## src/hw/rtl/bmhq_ram.sv

```systemverilog
// ============================================================================
// bmhq_ram
// Generic single-write, single-read RAM with registered read data.
// ============================================================================
`default_nettype none

module bmhq_ram #(
    parameter int WIDTH = 8,
    parameter int DEPTH = 16
) (
    input  wire logic                     aclk,
    input  wire logic                     we,
    input  wire logic [$clog2(DEPTH)-1:0] waddr,
    input  wire logic [WIDTH-1:0]         wdata,
    input  wire logic [$clog2(DEPTH)-1:0] raddr,
    output logic      [WIDTH-1:0]         rdata
);

    logic [WIDTH-1:0] mem [DEPTH];

    always_ff @(posedge aclk) begin
        if (we) begin
            mem[waddr] <= wdata;
        end
        rdata <= mem[raddr];
    end

endmodule

`default_nettype wire

```

## config.mk

```make
export PLATFORM = sky130hd
export DESIGN_NAME = bmhq_ram
export DESIGN_NICKNAME = d
export VERILOG_FILES = /design/src/hw/rtl/bmhq_ram.sv
export SDC_FILE = /design/constraint.sdc
export NUM_CORES = 1
export LEC_CHECK = 0
export BUFFER_PORTS_ARGS = -buffer_cell sky130_fd_sc_hd__buf_2
export CORE_ASPECT_RATIO = 1.75
export CORE_MARGIN = 3
export CORE_UTILIZATION = 25
export DETAILED_ROUTE_END_ITERATION = 12
export GPL_ROUTABILITY_DRIVEN = 0
export MAX_ROUTING_LAYER = met4
export PLACE_DENSITY_LB_ADDON = 0.1
export SETUP_SLACK_MARGIN = 0.05
export SYNTH_ARGS = -nofsm -noshare
export SYNTH_HDL_FRONTEND = slang
export SYNTH_SLANG_ARGS = --single-unit
```

## constraint.sdc

```tcl
create_clock -name aclk -period 3.35 [get_ports aclk]
set_input_delay 0.67 -clock aclk [delete_from_list [all_inputs] [get_ports aclk]]
set_output_delay 0.67 -clock aclk [all_outputs]
set_load 0.03 [all_outputs]
```

==> flow_summary_export.csv <==
group,metric,value,unit
run_status,status,"finished clean",
synth,ys_async_sr_fraction,0,
detailed_routing,top_layer,"met4",
setup_path,crit_buf_inv,2,
setup_path,critical_path_required,3.63,ns
power,p_leak,2.08,nW
setup_path,cp_max_fo,21,
power,p_per_area,619,mW/mm^2
global_route,overflow,0,
timing,min_period_over_period,0.579,
synth,yosysTopAreaCell,"edfxtp_1",
synth,yosysMostFrequentCell,"edfxtp_1",
synth,synth_seq_area_share,0.778,
cells_and_area,multi_input_comb_area,0.00106,sq mm
clock_network,cts_resized,0,
synth,synth.area.mux_share,0.150,
detailed_routing,wl,11800,microns
clock_network,clockBufferDepth,2,
clock_network,post_cts_buffers,0,
power,combinationalPowerShare,0.052,
power,intPower,3.06,mW
timing,relSlewSlack,0.406,
detailed_routing,post_drt_wl_per_cell,21.8,microns
synth,synth.net_count,247,
setup_path,path_cells,"buf_2 > buf_12 > mux4_1 > a22oi_1 > nand2_1",
clock_network,cts_tree,"built",
place,hpwl,7960,microns
synth,synth_compound_area_frac,0.0233,
setup_path,arrival,2.22,ns
cells_and_area,area_growth,20.5,%
hold_path,hold_path_class,"in -> reg",
global_route,grt_pass1_vias,2663,
power,power.total,3.84,mW
timing,hold_viol_final,0,
place,port-buffer-count,25,
detailed_routing,wl_met3,394,microns
synth,synthAdderAreaFrac,0,
place,place_area,0.00566,sq mm
setup_path,path_delay_family,"buffers and inverters",
timing,rsz0062_at_grt,"false",
setup_path,cp-start-kind,"primary input",
die,dieArea,0.0224,sq mm
timing,max_freq,515,MHz
clock_network,clk_latency,0.41,ns
cells_and_area,fillers,1908,
power,clkPwrFrac,0.449,
die,ioPinCount,26,
setup_path,worstSetupPathType,"in -> reg",
synth,synthXorXnorAreaFrac,0,
setup_path,crit_path_top_delay_cell,"mux4_1",
power,share_seq_of_total_power,0.499,
global_route,grt_pass1_wl,17700,microns
power,peakVddDrop,302,uV
run,cap_viol_max_count,0,
setup_path,critPathCaptureType,"register",
detailed_routing,vias,2447,
clock_network,root_buffer,"clkbuf_16",
cells_and_area,regArea,0.00400,sq mm
power,switching_share,0.204,
global_route,antenna_found_initial,0,
synth,ys_ff_latch,136,
timing,tightest_slew,0.889,ns
synth,yosys-top-cells-count,"edfxtp_1 (128), mux4_2 (18), a22oi_1 (16)",
detailed_routing,drt_iter0_markers,166,
synth,synth_simple_gate_area_share,0.0318,
timing,setup_violations,0,
synth,yosys.area.top_type_share,0.747,
synth,syn-cell-area,0.00515,sq mm
timing,setup_tns,0,ns
die,start_util,0.257,
synth,synth-main-ff-cell,"edfxtp_1",
clock_network,cts.sink_count,136,
cells_and_area,n_antenna_cell,0,
detailed_routing,drc,0,
clock_network,holdBufCountCts,0,
synth,synth_top_family_by_area,"multiplexers",
cells_and_area,layout-drive-gt1-share,0.304,
synth,synth_area_leaders,"edfxtp_1 (75%), mux4_2 (7.9%), mux4_1 (7.1%)",
global_route,grt_start_max_net_pins,30,
detailed_routing,wirelength_met1,4660,microns
die,die_h,196,microns
clock_network,numCtsBuffers,17,
synth,ys_types,19,
timing,period_needed,1.94,ns
detailed_routing,wl_met2,6570,microns
die,die_x,114,microns
detailed_routing,first_pass_iters,4,
hold_path,min_from,"wdata[0]",
detailed_routing,ant_nets,0,
cells_and_area,nets,301,
detailed_routing,routed_via_density,4.52,
setup_path,timing.rr.start,"mem[1][2]",
synth,ys_warn_count,0,
clock_network,htree_levels,4,
synth,synth-edff-count,128,
global_route,grtUsageTotal,0.116,
die,row_count,68,
die,core,0.0200,sq mm
power,power_switching,0.781,mW
timing,finalClockSkew,0.00407,ns
cells_and_area,finish.instance_area,0.00620,sq mm
synth,synth_area_per_cell,22.5,sq um
setup_path,crit_start,"raddr[0]",
setup_path,max_stage_delay,0.57,ns
clock_network,clkTransAtPathRegs,0.05,ns
synth,netlist_instances,229,
timing,final_max_slew_viol_count,0,
setup_path,reg2reg_slack,2.00,ns
flip-flops by register name (all words and copies together) (netlist names):
name and flops:
rdata 8, mem 128
path summary, 6_finish.rpt:
check / to / cells after the start
worst min-delay path: mem[1][0] / 1
worst min register to register: rdata[3] / 3
worst max register to register: rdata[2] / 3
worst max-delay path: rdata[2] / 5
final cells by class:
type / instances / share of cell area
flip-flops and latches: 136 / 0.646
repair buffers: 45 / 0.0464
multi-input cells: 83 / 0.170
clock inverters: 12 / 0.0176
clock buffers: 20 / 0.0704
well taps: 245 / 0.0494
routing by layer:
layer  track usage  up-vias
met5             -        -
met4        0.0440        0
met3        0.0265       10
met2         0.199       63
met1         0.131     1292
li1              -     1082
power groups by stage:
stage                     clock, mW  combinational (mW)  sequential [mW]
after CTS                      1.76               0.207             1.92
final                          1.72               0.199             1.92
after detailed placement          0               0.207             1.95
after global placement            0               0.207             1.95
after floorplan                   0              0.0966             1.97
after global routing           1.84               0.218             1.92
layout by cell type, fill, tap and decap left out:
cell type	netlist	final
edfxtp_1	128	128
clkinv_1	0	3
and2b_1	1	1
nor2b_1	1	1
clkinvlp_4	0	1
nand2b_1	2	2
dfxtp_1	8	8
a22oi_1	16	16
buf_4	1	19
and2_1	1	1
or3b_2	1	1
nor2_1	13	13
bufinv_16	0	2
mux4_2	18	18
clkbuf_1	0	3
nand3b_1	2	2
nor3_1	4	4
buf_2	3	25
mux4_1	14	14
clkbuf_16	0	17
buf_12	0	1
clkinv_2	0	6
nand3_1	1	1
nand2_1	9	9
kinds of logic after synthesis:
group | after synthesis
DFF | 136
buffers and inverters | 10
AOI/OAI and AO/OA | 16
and+or+nand+nor | 35
muxes | 32
metrics by stage:
stage	hold WS, ns	worst slack (ns)	cells	utilization
final	0.659	1.41	541	0.310
after global routing	0.659	1.26	541	0.310
after CTS	0.643	1.34	541	0.310
after detailed placement	0.656	0.918	509	0.283
after global placement	0.645	0.889	509	0.283
after floorplan	0.629	1.19	229	-
Power figures use the tool's default switching activity.
