`src/hw/rtl/bmhq_pkg.sv`:
```
// ============================================================================
// bmhq_pkg
// Shared constants, types and state codes for the binary max-heap queue.
// ============================================================================
`default_nettype none

package bmhq_pkg;

    localparam int CAPACITY      = 1024;
    localparam int KEY_WIDTH     = 16;
    localparam int PAYLOAD_WIDTH = 32;

    localparam int ADDR_W  = $clog2(CAPACITY);
    localparam int CNT_W   = $clog2(CAPACITY + 1);
    localparam int CHILD_W = ADDR_W + 2;
    localparam int ENTRY_W = KEY_WIDTH + PAYLOAD_WIDTH;

    localparam int S_TDATA_W = ((KEY_WIDTH + PAYLOAD_WIDTH + 7) / 8) * 8;
    localparam int M_BITS    = KEY_WIDTH + PAYLOAD_WIDTH + CNT_W;
    localparam int M_TDATA_W = ((M_BITS + 7) / 8) * 8;
    localparam int M_TUSER_W = 3;

    localparam logic OP_PUSH = 1'b0;
    localparam logic OP_POP  = 1'b1;

    localparam logic [1:0] STAT_OK    = 2'd0;
    localparam logic [1:0] STAT_EMPTY = 2'd1;
    localparam logic [1:0] STAT_FULL  = 2'd2;

    typedef struct packed {
        logic [PAYLOAD_WIDTH-1:0] payload;
        logic [KEY_WIDTH-1:0]     key;
    } entry_t;

    typedef struct packed {
        logic   op;
        entry_t entry;
    } req_t;

    typedef struct packed {
        logic [1:0]               status;
        logic [CNT_W-1:0]         entry_count;
        logic                     has_top;
        logic [PAYLOAD_WIDTH-1:0] top_payload;
        logic [KEY_WIDTH-1:0]     top_key;
    } result_t;

    typedef enum logic [3:0] {
        ST_IDLE,
        ST_UP_RD,
        ST_UP_CMP,
        ST_DN_LAST,
        ST_DN_LOAD,
        ST_DN_RDL,
        ST_DN_CMPL,
        ST_DN_CMPR,
        ST_DONE
    } state_t;

endpackage

`default_nettype wire

```
`src/hw/rtl/bmhq_ctrl.sv`:
```
// ============================================================================
// bmhq_ctrl
// Sift sequencer: walks the heap one level at a time through the RAM port
// with a single shared key comparator.
// ============================================================================
`default_nettype none

module bmhq_ctrl (
    input  wire logic                         aclk,
    input  wire logic                         aresetn,
    input  wire logic                         req_valid,
    output logic                              req_ready,
    input  wire bmhq_pkg::req_t               req,
    output logic                              res_valid,
    input  wire logic                         res_ready,
    output bmhq_pkg::result_t                 res,
    output logic                              ram_we,
    output logic [bmhq_pkg::ADDR_W-1:0]       ram_waddr,
    output bmhq_pkg::entry_t                  ram_wdata,
    output logic [bmhq_pkg::ADDR_W-1:0]       ram_raddr,
    input  wire bmhq_pkg::entry_t             ram_rdata
);

    bmhq_pkg::state_t                state_reg, state_next;
    logic [bmhq_pkg::CNT_W-1:0]      count_reg, count_next;
    logic [bmhq_pkg::ADDR_W-1:0]     pos_reg, pos_next;
    bmhq_pkg::entry_t                cur_reg, cur_next;
    bmhq_pkg::entry_t                best_reg, best_next;
    logic [bmhq_pkg::ADDR_W-1:0]     best_idx_reg, best_idx_next;
    logic                            best_child_reg, best_child_next;
    logic [1:0]                      status_reg, status_next;
    bmhq_pkg::entry_t                root_reg;

    logic [bmhq_pkg::KEY_WIDTH-1:0]  cmp_a;
    logic [bmhq_pkg::KEY_WIDTH-1:0]  cmp_b;
    logic                            cmp_gt;
    logic [bmhq_pkg::ADDR_W-1:0]     parent;
    logic [bmhq_pkg::CHILD_W-1:0]    child_l;
    logic [bmhq_pkg::CHILD_W-1:0]    child_r;
    logic [bmhq_pkg::CHILD_W-1:0]    count_ext;

    // shared comparator
    assign cmp_gt = cmp_a > cmp_b;

    assign parent    = (pos_reg - bmhq_pkg::ADDR_W'(1)) >> 1;
    assign child_l   = {1'b0, pos_reg, 1'b1};
    assign child_r   = child_l + bmhq_pkg::CHILD_W'(1);
    assign count_ext = bmhq_pkg::CHILD_W'(count_reg);

    always_ff @(posedge aclk) begin
        if (!aresetn) begin
            state_reg <= bmhq_pkg::ST_IDLE;
            count_reg <= '0;
        end else begin
            state_reg <= state_next;
            count_reg <= count_next;
        end
    end

    always_ff @(posedge aclk) begin
        pos_reg        <= pos_next;
        cur_reg        <= cur_next;
        best_reg       <= best_next;
        best_idx_reg   <= best_idx_next;
        best_child_reg <= best_child_next;
        status_reg     <= status_next;
        if (ram_we && ram_waddr == '0) begin
            root_reg <= ram_wdata;
        end
    end

    always_comb begin
        state_next      = state_reg;
        count_next      = count_reg;
        pos_next        = pos_reg;
        cur_next        = cur_reg;
        best_next       = best_reg;
        best_idx_next   = best_idx_reg;
        best_child_next = best_child_reg;
        status_next     = status_reg;
        ram_we          = 1'b0;
        ram_waddr       = pos_reg;
        ram_wdata       = cur_reg;
        ram_raddr       = '0;
        cmp_a           = cur_reg.key;
        cmp_b           = ram_rdata.key;
        req_ready       = 1'b0;
        res_valid       = 1'b0;

        unique case (state_reg)
            bmhq_pkg::ST_IDLE: begin
                req_ready = 1'b1;
                if (req_valid) begin
                    status_next = bmhq_pkg::STAT_OK;
                    if (req.op == bmhq_pkg::OP_PUSH) begin
                        if (count_reg == bmhq_pkg::CNT_W'(bmhq_pkg::CAPACITY)) begin
                            status_next = bmhq_pkg::STAT_FULL;
                            state_next  = bmhq_pkg::ST_DONE;
                        end else begin
                            cur_next   = req.entry;
                            pos_next   = count_reg[bmhq_pkg::ADDR_W-1:0];
                            count_next = count_reg + bmhq_pkg::CNT_W'(1);
                            state_next = bmhq_pkg::ST_UP_RD;
                        end
                    end else begin
                        if (count_reg == '0) begin
                            status_next = bmhq_pkg::STAT_EMPTY;
                            state_next  = bmhq_pkg::ST_DONE;
                        end else begin
                            count_next = count_reg - bmhq_pkg::CNT_W'(1);
                            state_next = bmhq_pkg::ST_DN_LAST;
                        end
                    end
                end
            end
            bmhq_pkg::ST_UP_RD: begin
                if (pos_reg == '0) begin
                    ram_we     = 1'b1;
                    state_next = bmhq_pkg::ST_DONE;
                end else begin
                    ram_raddr  = parent;
                    state_next = bmhq_pkg::ST_UP_CMP;
                end
            end
            bmhq_pkg::ST_UP_CMP: begin
                cmp_a  = cur_reg.key;
                cmp_b  = ram_rdata.key;
                ram_we = 1'b1;
                if (cmp_gt) begin
                    ram_wdata  = ram_rdata;
                    pos_next   = parent;
                    state_next = bmhq_pkg::ST_UP_RD;
                end else begin
                    state_next = bmhq_pkg::ST_DONE;
                end
            end
            bmhq_pkg::ST_DN_LAST: begin
                pos_next = '0;
                if (count_reg == '0) begin
                    state_next = bmhq_pkg::ST_DONE;
                end else begin
                    ram_raddr  = count_reg[bmhq_pkg::ADDR_W-1:0];
                    state_next = bmhq_pkg::ST_DN_LOAD;
                end
            end
            bmhq_pkg::ST_DN_LOAD: begin
                cur_next   = ram_rdata;
                state_next = bmhq_pkg::ST_DN_RDL;
            end
            bmhq_pkg::ST_DN_RDL: begin
                if (child_l >= count_ext) begin
                    ram_we     = 1'b1;
                    state_next = bmhq_pkg::ST_DONE;
                end else begin
                    ram_raddr  = child_l[bmhq_pkg::ADDR_W-1:0];
                    state_next = bmhq_pkg::ST_DN_CMPL;
                end
            end
            bmhq_pkg::ST_DN_CMPL: begin
                cmp_a         = ram_rdata.key;
                cmp_b         = cur_reg.key;
                best_idx_next = child_l[bmhq_pkg::ADDR_W-1:0];
                if (cmp_gt) begin
                    best_next       = ram_rdata;
                    best_child_next = 1'b1;
                end else begin
                    best_next       = cur_reg;
                    best_child_next = 1'b0;
                end
                if (child_r < count_ext) begin
                    ram_raddr  = child_r[bmhq_pkg::ADDR_W-1:0];
                    state_next = bmhq_pkg::ST_DN_CMPR;
                end else if (cmp_gt) begin
                    ram_we     = 1'b1;
                    ram_wdata  = ram_rdata;
                    pos_next   = child_l[bmhq_pkg::ADDR_W-1:0];
                    state_next = bmhq_pkg::ST_DN_RDL;
                end else begin
                    ram_we     = 1'b1;
                    state_next = bmhq_pkg::ST_DONE;
                end
            end
            bmhq_pkg::ST_DN_CMPR: begin
                cmp_a  = ram_rdata.key;
                cmp_b  = best_reg.key;
                ram_we = 1'b1;
                if (cmp_gt) begin
                    ram_wdata  = ram_rdata;
                    pos_next   = child_r[bmhq_pkg::ADDR_W-1:0];
                    state_next = bmhq_pkg::ST_DN_RDL;
                end else if (best_child_reg) begin
                    ram_wdata  = best_reg;
                    pos_next   = best_idx_reg;
                    state_next = bmhq_pkg::ST_DN_RDL;
                end else begin
                    state_next = bmhq_pkg::ST_DONE;
                end
            end
            bmhq_pkg::ST_DONE: begin
                res_valid = 1'b1;
                if (res_ready) begin
                    state_next = bmhq_pkg::ST_IDLE;
                end
            end
            default: begin
                state_next = bmhq_pkg::ST_IDLE;
            end
        endcase
    end

    always_comb begin
        res.status      = status_reg;
        res.entry_count = count_reg;
        res.has_top     = (count_reg != '0);
        res.top_key     = res.has_top ? root_reg.key : '0;
        res.top_payload = res.has_top ? root_reg.payload : '0;
    end

endmodule

`default_nettype wire

```
`config.mk`:
```
export PLATFORM = sky130hd
export DESIGN_NAME = bmhq_ctrl
export DESIGN_NICKNAME = d
export VERILOG_FILES = /design/src/hw/rtl/bmhq_pkg.sv /design/src/hw/rtl/bmhq_ctrl.sv
export SDC_FILE = /design/constraint.sdc
export NUM_CORES = 1
export LEC_CHECK = 0
export BUFFER_PORTS_ARGS = -buffer_cell sky130_fd_sc_hd__buf_2
export CAP_MARGIN = 20
export CELL_PAD_IN_SITES_DETAIL_PLACEMENT = 1
export CELL_PAD_IN_SITES_GLOBAL_PLACEMENT = 1
export CORE_ASPECT_RATIO = 0.8
export CORE_MARGIN = 2
export CORE_UTILIZATION = 43
export CTS_CLUSTER_DIAMETER = 40
export DETAILED_ROUTE_END_ITERATION = 8
export MAX_ROUTING_LAYER = met4
export PLACE_DENSITY_LB_ADDON = 0.1
export SETUP_SLACK_MARGIN = 0.05
export SLEW_MARGIN = 20
export SYNTH_ARGS = -nofsm -noshare
export SYNTH_HDL_FRONTEND = slang
export SYNTH_SLANG_ARGS = --single-unit
export TNS_END_PERCENT = 5
```
`constraint.sdc`:
```
create_clock -name aclk -period 7.74 [get_ports aclk]
set_clock_uncertainty 0.2 [all_clocks]
set_input_delay 1.161 -clock aclk [delete_from_list [all_inputs] [get_ports aclk]]
set_output_delay 1.161 -clock aclk [all_outputs]
set_load 0.02 [all_outputs]
```
==> metrics.md, run 1 <==
| Metric | Value |
|---|---|
| Fin. max-slew vios | `0` |
| Critical Path AT | `5750 ps` |
| Filler cell count | `2880` |
| Number of cells upsized or downsized after cts | `0` |
| Metal2 WL | `16400 µm` |
| Rows | `52` |
| LEAKAGE | `5.60 nW` |
| Post-DR vias/cell | `5.72` |
| Share of post-route cells with drive strength above 1 | `28.3%` |
| Worst min-delay path category | `register to register` |
| Ys flop type | `edfxtp_1` |
| Die Wd | `185 µm` |
| Post-synthesis net count | `1236` |
| Cells on worst reg2reg path | `14` |
| DR top layer | `met4` |
| Met1 Wirelength | `17500 µm` |
| Hold Slack | `346 ps` |
| Commonest non-fill, non-tap cell in the layout | `buf_2` |
| Layout net count | `1436` |
| Minimum clock period | `7110 ps` |
| Post-route DRC | `0` |
| Global-route wire length before repair | `55600 µm` |
| Mux cell area share after synthesis | `9.18%` |
| Asr flop ratio synth | `0%` |
| Most frequent cells in the layout | `buf_2, nand2_1, edfxtp_1, a21oi_1, mux2_2` |
| Setup TNS | `0 ps` |
| TritonCTS clock tree | `built` |
| Fin. Hold Viols | `0` |
| DRT iter0 DRCs | `711` |
| Max Cap Violations | `0` |
| Max Freq | `0.141 GHz` |
| Clock slew at reported path FFs | `70 ps` |
| Final GP Congestion | `0.900` |
| Synth Instances | `1087` |
| Crit path from | `state_reg[1]` |
| Buffer levels on the longest clock path | `2` |
| # Post-CTS Setup Buffers | `0` |
| CP startpoint kind | `register` |
| Register bit total from synthesis | `181` |
| I/O pin count | `234` |
| Final setup violation count | `0` |
| Vias | `9450` |
| GRT Total Usage | `27.4%` |
| CTS Hold Bufs | `0` |
| DRT antenna net count | `0` |
| WL/cell | `22.0 µm` |
| Drt pass-1 iters | `5` |
| Gr ovfl total | `0` |
| Total CTS buffers | `17` |
| Vias in the first global route | `9424` |
| Max transition margin | `31.9%` |
| Register area share after synthesis | `47.1%` |
| Worst Tran Pin Value | `1020 ps` |
| H-tree depth | `4` |
| Final worst slack | `629 ps` |
| Largest family of logic cells by synthesized area | `compound AO/OA/AOI/OAI gates` |
| DP Worst Slack | `1140 ps` |
| Synth warn | `0` |
| Die area | `27400 µm²` |
| WL final | `36400 µm` |
| Synth cell types | `71` |
| Mean Syn Cell Area | `10.3 µm²` |
| Setup Crit Path Kind | `register to output port` |
| Die height | `148 µm` |
| Simple-Gate Fraction of Synth Area | `16.2%` |
| Met3 Routed Length | `2160 µm` |
| Worst endpoint required time | `6380 ps` |
| Initial antenna violation count | `1` |
| Status | `completed` |
| Hold path depth | `2` |
| Power Density | `472 nW/µm²` |
| Post-synthesis adder-cell area fraction | `5.42%` |
| Worst r2r src | `state_reg[1]` |
| Final period util | `91.9%` |
| Post-synthesis xor/xnor area fraction | `1.72%` |
| Root buf cell | `clkbuf_16` |
| VDD IR max | `0.000253 V` |
| Clk sinks | `181` |
| Hold Crit Start | `cur_reg[46]` |
| Hpwl dp | `25400 µm` |
| Compound-Gate Fraction of Synth Area | `16.3%` |
| Area Growth Syn to Fin | `18.4%` |
| Post-synth EDFFs | `166` |
| Count of input and output buffers | `233` |
| Crit path capture type | `output port` |
| Worst-path maximum fanout | `51` |
| RSZ-0062 raised after global routing | `no` |
| Largest net degree at the start of global routing | `66` |
| Core box area | `25400 µm²` |
| Synth Cell Area | `11200 µm²` |
| Clk_lat worst skew | `440 ps` |
| Initial Utilization | `44.1%` |
| Flop2flop setup slack | `1790 ps` |
## worst max-delay path, cell delays in order, from the launching register on
cell and delay, ps:
dfxtp_1 530, nor2b_1 600, nand2_2 720, mux2_2 520, ha_1 330, nand4_2 170, nor4_2 360, o21ai_1 140
nand3_1 110, buf_4 290, nand2_2 280, inv_2 390, o21ai_2 220, a221o_1 440, buf_2 180
## through the flow
step	power [mW]	util (%)	cell area, µm²	cells
3_3_place_gp	5.24	49.8	12700	1619
4_1_cts	6.27	52.1	13300	1651
5_1_grt	6.66	52.2	13300	1652
2_1_floorplan	4.12	-	11200	1087
6_report	6.26	52.2	13300	1652
3_5_place_dp	5.32	49.8	12700	1619
## layout make-up
class,instances,area [µm²],share of cell area [%]
timing repair buffer,247,1270,9.57
multi-input combinational,803,5540,41.7
clock inverter,14,173,1.30
sequential,181,5290,39.8
inverter,37,139,1.05
antenna,1,2.50,0.0188
tap,351,439,3.31
clock buffer,18,429,3.23
## synthesized netlist by cell type (all sizes together) (6+ instances only)
| library cell | number | area share [%] |
|---|---|---|
| a22oi | 7 | 0.47 |
| nand4 | 6 | 0.39 |
| xor2 | 6 | 0.47 |
| o21a | 6 | 0.40 |
| xnor2 | 16 | 1.2 |
| and3 | 19 | 1.1 |
| o21ai | 44 | 2.0 |
| ha | 47 | 5.2 |
| a22o | 32 | 2.5 |
| a21oi | 70 | 3.3 |
| nand3 | 22 | 0.98 |
| nor3 | 17 | 0.99 |
| o211ai | 6 | 0.45 |
| o221ai | 17 | 1.3 |
| clkbuf | 33 | 1.1 |
| nand2b | 7 | 0.39 |
| mux2i | 32 | 2.9 |
| buf | 33 | 1.7 |
| nor2 | 47 | 1.6 |
| edfxtp | 166 | 44 |
| and2 | 53 | 3.0 |
| a21o | 38 | 2.5 |
| mux2 | 63 | 6.3 |
| a221o | 12 | 1.1 |
| dfxtp | 15 | 2.7 |
| inv | 36 | 1.2 |
| nand2 | 179 | 6.0 |
## worst paths after layout
path / endpoint
max: ram_wdata[40]
min: best_reg[46]
max reg2reg: ram_waddr[4]
min reg2reg: best_reg[46]
## layer usage
metal  up-vias  GRT usage (%)
li1       4408              -
met5         -              -
met2       289           40.9
met4         0           5.16
met3        19           3.89
met1      4734           40.0
## logic make-up (layout without fill, tap and decap cells)
| kind of cell | after synthesis | after routing |
|---|---|---|
| other cells | 0 | 1 |
| compound gates | 259 | 259 |
| mux | 95 | 95 |
| xor+xnor | 22 | 22 |
| buf+inv | 103 | 316 |
| fa+ha+maj | 48 | 48 |
| simple gates | 379 | 379 |
| flops | 181 | 181 |
## report_power, final
part | internal, mW | switching (mW)
Combinational | 1.21 | 2.33
Sequential | 1.50 | 0.303
Clock | 0.512 | 0.409
Power figures use the tool's default switching activity.
==> inputs of run 2 (changes only) <==
--- a/config.mk
+++ b/config.mk
@@ -15,7 +15,7 @@
 export CTS_CLUSTER_DIAMETER = 40
 export DETAILED_ROUTE_END_ITERATION = 8
 export MAX_ROUTING_LAYER = met4
-export PLACE_DENSITY_LB_ADDON = 0.1
+export PLACE_DENSITY = 0.79
 export SETUP_SLACK_MARGIN = 0.05
 export SLEW_MARGIN = 20
 export SYNTH_ARGS = -nofsm -noshare
==> metrics.md, run 2 (same netlist as run 1, synthesis figures left out) <==
| Metric | Value |
|---|---|
| Worst-path maximum fanout | `33 (-35%)` |
| Post-route DRC | `0 (unchanged)` |
| Sequential Power Share | `28.6% (about the same)` |
| Worst endpoint required time | `6380 ps (about the same)` |
| Rows | `52 (unchanged)` |
| DP Worst Slack | `1120 ps (-25.0 ps)` |
| Setup TNS | `0 ps (unchanged)` |
| VDD IR max | `0.000262 V (+3.3%)` |
| DRT iter0 DRCs | `948 (+33%)` |
| Buffer levels on the longest clock path | `2 (unchanged)` |
| Power share of the combinational group | `55.7% (-0.9 points)` |
| RSZ-0062 raised after global routing | `yes` |
| Clk_lat worst skew | `450 ps (about the same)` |
| Status | `completed` |
| Final worst slack | `528 ps (-102 ps)` |
| Worst min-delay path category | `register to register` |
| Clk sinks | `181 (unchanged)` |
| Core box area | `25400 µm² (unchanged)` |
| WL/cell | `22.4 µm (+1.6%)` |
| Vias in the first global route | `9897 (+5.0%)` |
| Critical Path AT | `5850 ps (+100 ps)` |
| Crit path max-delay family | `simple AND/OR/NAND/NOR gates` |
| Global-route wire length before repair | `57200 µm (+2.9%)` |
| Max Freq | `0.139 GHz (-1.4%)` |
| Root buf cell | `clkbuf_16` |
| Critical path buffers and inverters | `3 (unchanged)` |
| Max transition margin | `21.1% (-11 points)` |
| WL final | `37000 µm (+1.7%)` |
| Fin area | `13300 µm² (+0.51%)` |
| Max Cap Violations | `0 (unchanged)` |
| Metal2 WL | `17600 µm (+7.2%)` |
| Fin. Hold Viols | `0 (unchanged)` |
| Clk pwr share | `15.6% (+0.9 points)` |
| Most frequent cells in the layout | `buf_2, nand2_1, edfxtp_1, a21oi_1, mux2_2` |
| Share of post-route cells with drive strength above 1 | `28.5% (+0.21 points)` |
| Met3 Routed Length | `1930 µm (-10%)` |
| Die area | `27400 µm² (unchanged)` |
| TritonCTS clock tree | `built` |
| Gr ovfl total | `0 (unchanged)` |
| Drt pass-1 iters | `5 (unchanged)` |
| Filler cell count | `2884 (+0.14%)` |
| Final period util | `93.2% (+1.3 points)` |
| Crit-path max cell delay | `620 ps (-100 ps)` |
| Switching Share | `48.1% (-0.56 points)` |
| CP startpoint kind | `register` |
| LEAKAGE | `5.65 nW (+0.80%)` |
| Area post-placement | `12700 µm² (about the same)` |
| Slowest CP cell | `nor2b_1` |
| Power Density | `474 nW/µm² (+0.44%)` |
| Largest net degree at the start of global routing | `66 (unchanged)` |
| Count of input and output buffers | `233 (unchanged)` |
| DRT antenna net count | `0 (unchanged)` |
| Sw Pwr | `3.04 mW (-0.21%)` |
| Crit path capture type | `output port` |
| Critical Path, Cell by Cell | `nor2b_1, nand2_2, buf_4, nor2_1, a21oi_1, ha_1, nand4_2, nor4_2, o21ai_1, nand3_1, nand2_2, inv_2, o21ai_2, a221o_1, buf_2` |
| Worst Tran Pin Value | `1170 ps (+153 ps)` |
| Area Growth Syn to Fin | `19.0%` |
| Commonest non-fill, non-tap cell in the layout | `buf_2` |
| Minimum clock period | `7210 ps (+102 ps)` |
| Pint | `3.28 mW (+2.0%)` |
| Initial antenna violation count | `2 (+1)` |
| Vias | `9636 (+2.0%)` |
| Initial Utilization | `44.1% (unchanged)` |
| I/O pin count | `234 (unchanged)` |
| Die Wd | `185 µm (unchanged)` |
| Crit-path most repeated cell | `nand2_2` |
| Die height | `148 µm (unchanged)` |
| Hpwl dp | `25800 µm (+1.4%)` |
| H-tree depth | `4 (unchanged)` |
| Final GP Congestion | `0.875 (-2.8%)` |
| GRT Total Usage | `28.2% (+0.76 points)` |
| DR top layer | `met4` |
| Fin. max-slew vios | `0 (unchanged)` |
| Total CTS buffers | `17 (unchanged)` |
| Fin util | `52.5% (+0.27 points)` |
| Layout net count | `1438 (+0.14%)` |
| Post-DR vias/cell | `5.83 (+1.8%)` |
| Met1 Wirelength | `16900 µm (-3.3%)` |
| Final setup violation count | `0 (unchanged)` |
| Setup Crit Path Kind | `register to output port` |
| Clock slew at reported path FFs | `80 ps (about the same)` |
[run 2: cell count changes in the layout (fill, tap and decap cells not counted)]
cell        before  now
diode_2          1    2
clkinv_2         0    1
nor4_2           2    1
nor4_1           2    3
buf_8            0    1
nand2_2          2    3
clkinv_1         2    0
buf_4           14   15
inv_8            0    1
clkinvlp_4       3    0
bufinv_16        3    5
nand2_1        177  176
[run 2: area by class of cell]
class | count | area, µm² | area share (%)
tap | 351 | 439 | 3.29
multi-input combinational | 803 | 5540 | 41.5
antenna | 2 | 5.00 | 0.0375
inverter | 37 | 139 | 1.04
clock inverter | 13 | 219 | 1.64
timing repair buffer | 249 | 1290 | 9.69
clock buffer | 18 | 429 | 3.22
sequential | 181 | 5290 | 39.6
[run 2: what timing repair did]
item                                    CTS  global route
buffers inserted                          0             0
resized for setup                         0             1
endpoints found under the setup margin    0             3
hold buffers                              0             0
[run 2: path summary, 6_finish.rpt]
path | slack (ps) | startpoint | endpoint | depth (start not counted)
max | 530 | state_reg[1] | ram_wdata[40] | 15
min | 360 | cur_reg[43] | best_reg[43] | 2
min reg2reg | 360 | cur_reg[43] | best_reg[43] | 2
max reg2reg | 2050 | state_reg[1] | root_reg[40] | 14
[run 2: power groups by stage]
| stage | combinational [mW] | clock, mW | sequential [mW] |
|---|---|---|---|
| 2_1_floorplan | 2.38 | 0 | 1.74 |
| 3_5_place_dp | 3.50 | 0 | 1.82 |
| 6_report | 3.52 | 0.988 | 1.81 |
| 4_1_cts | 3.53 | 0.998 | 1.80 |
| 3_3_place_gp | 3.38 | 0 | 1.81 |
| 5_1_grt | 3.84 | 1.03 | 1.84 |
[run 2: through the flow]
stage | instances | power (mW) | hold WS [ps]
2_1_floorplan | 1087 | 4.12 | 317
3_3_place_gp | 1620 | 5.19 | 329
3_5_place_dp | 1620 | 5.32 | 342
4_1_cts | 1651 | 6.34 | 361
5_1_grt | 1654 | 6.71 | 379
6_report | 1654 | 6.32 | 356
[run 2: metal layers]
metal / up-vias / GRT usage, %
met3: 36 / 3.43
met5: - / -
li1: 4424 / -
met1: 4845 / 38.9
met2: 331 / 43.9
met4: 0 / 7.96
[run 2: worst register-to-register path: cells and delay by family, from the launching register on]
family,cells,cell delay (ps)
adders and majority gates,1,330
buffers and inverters,2,970
DFF,1,530
AOI/OAI and AO/OA,4,980
and+or+nand+nor,7,2410
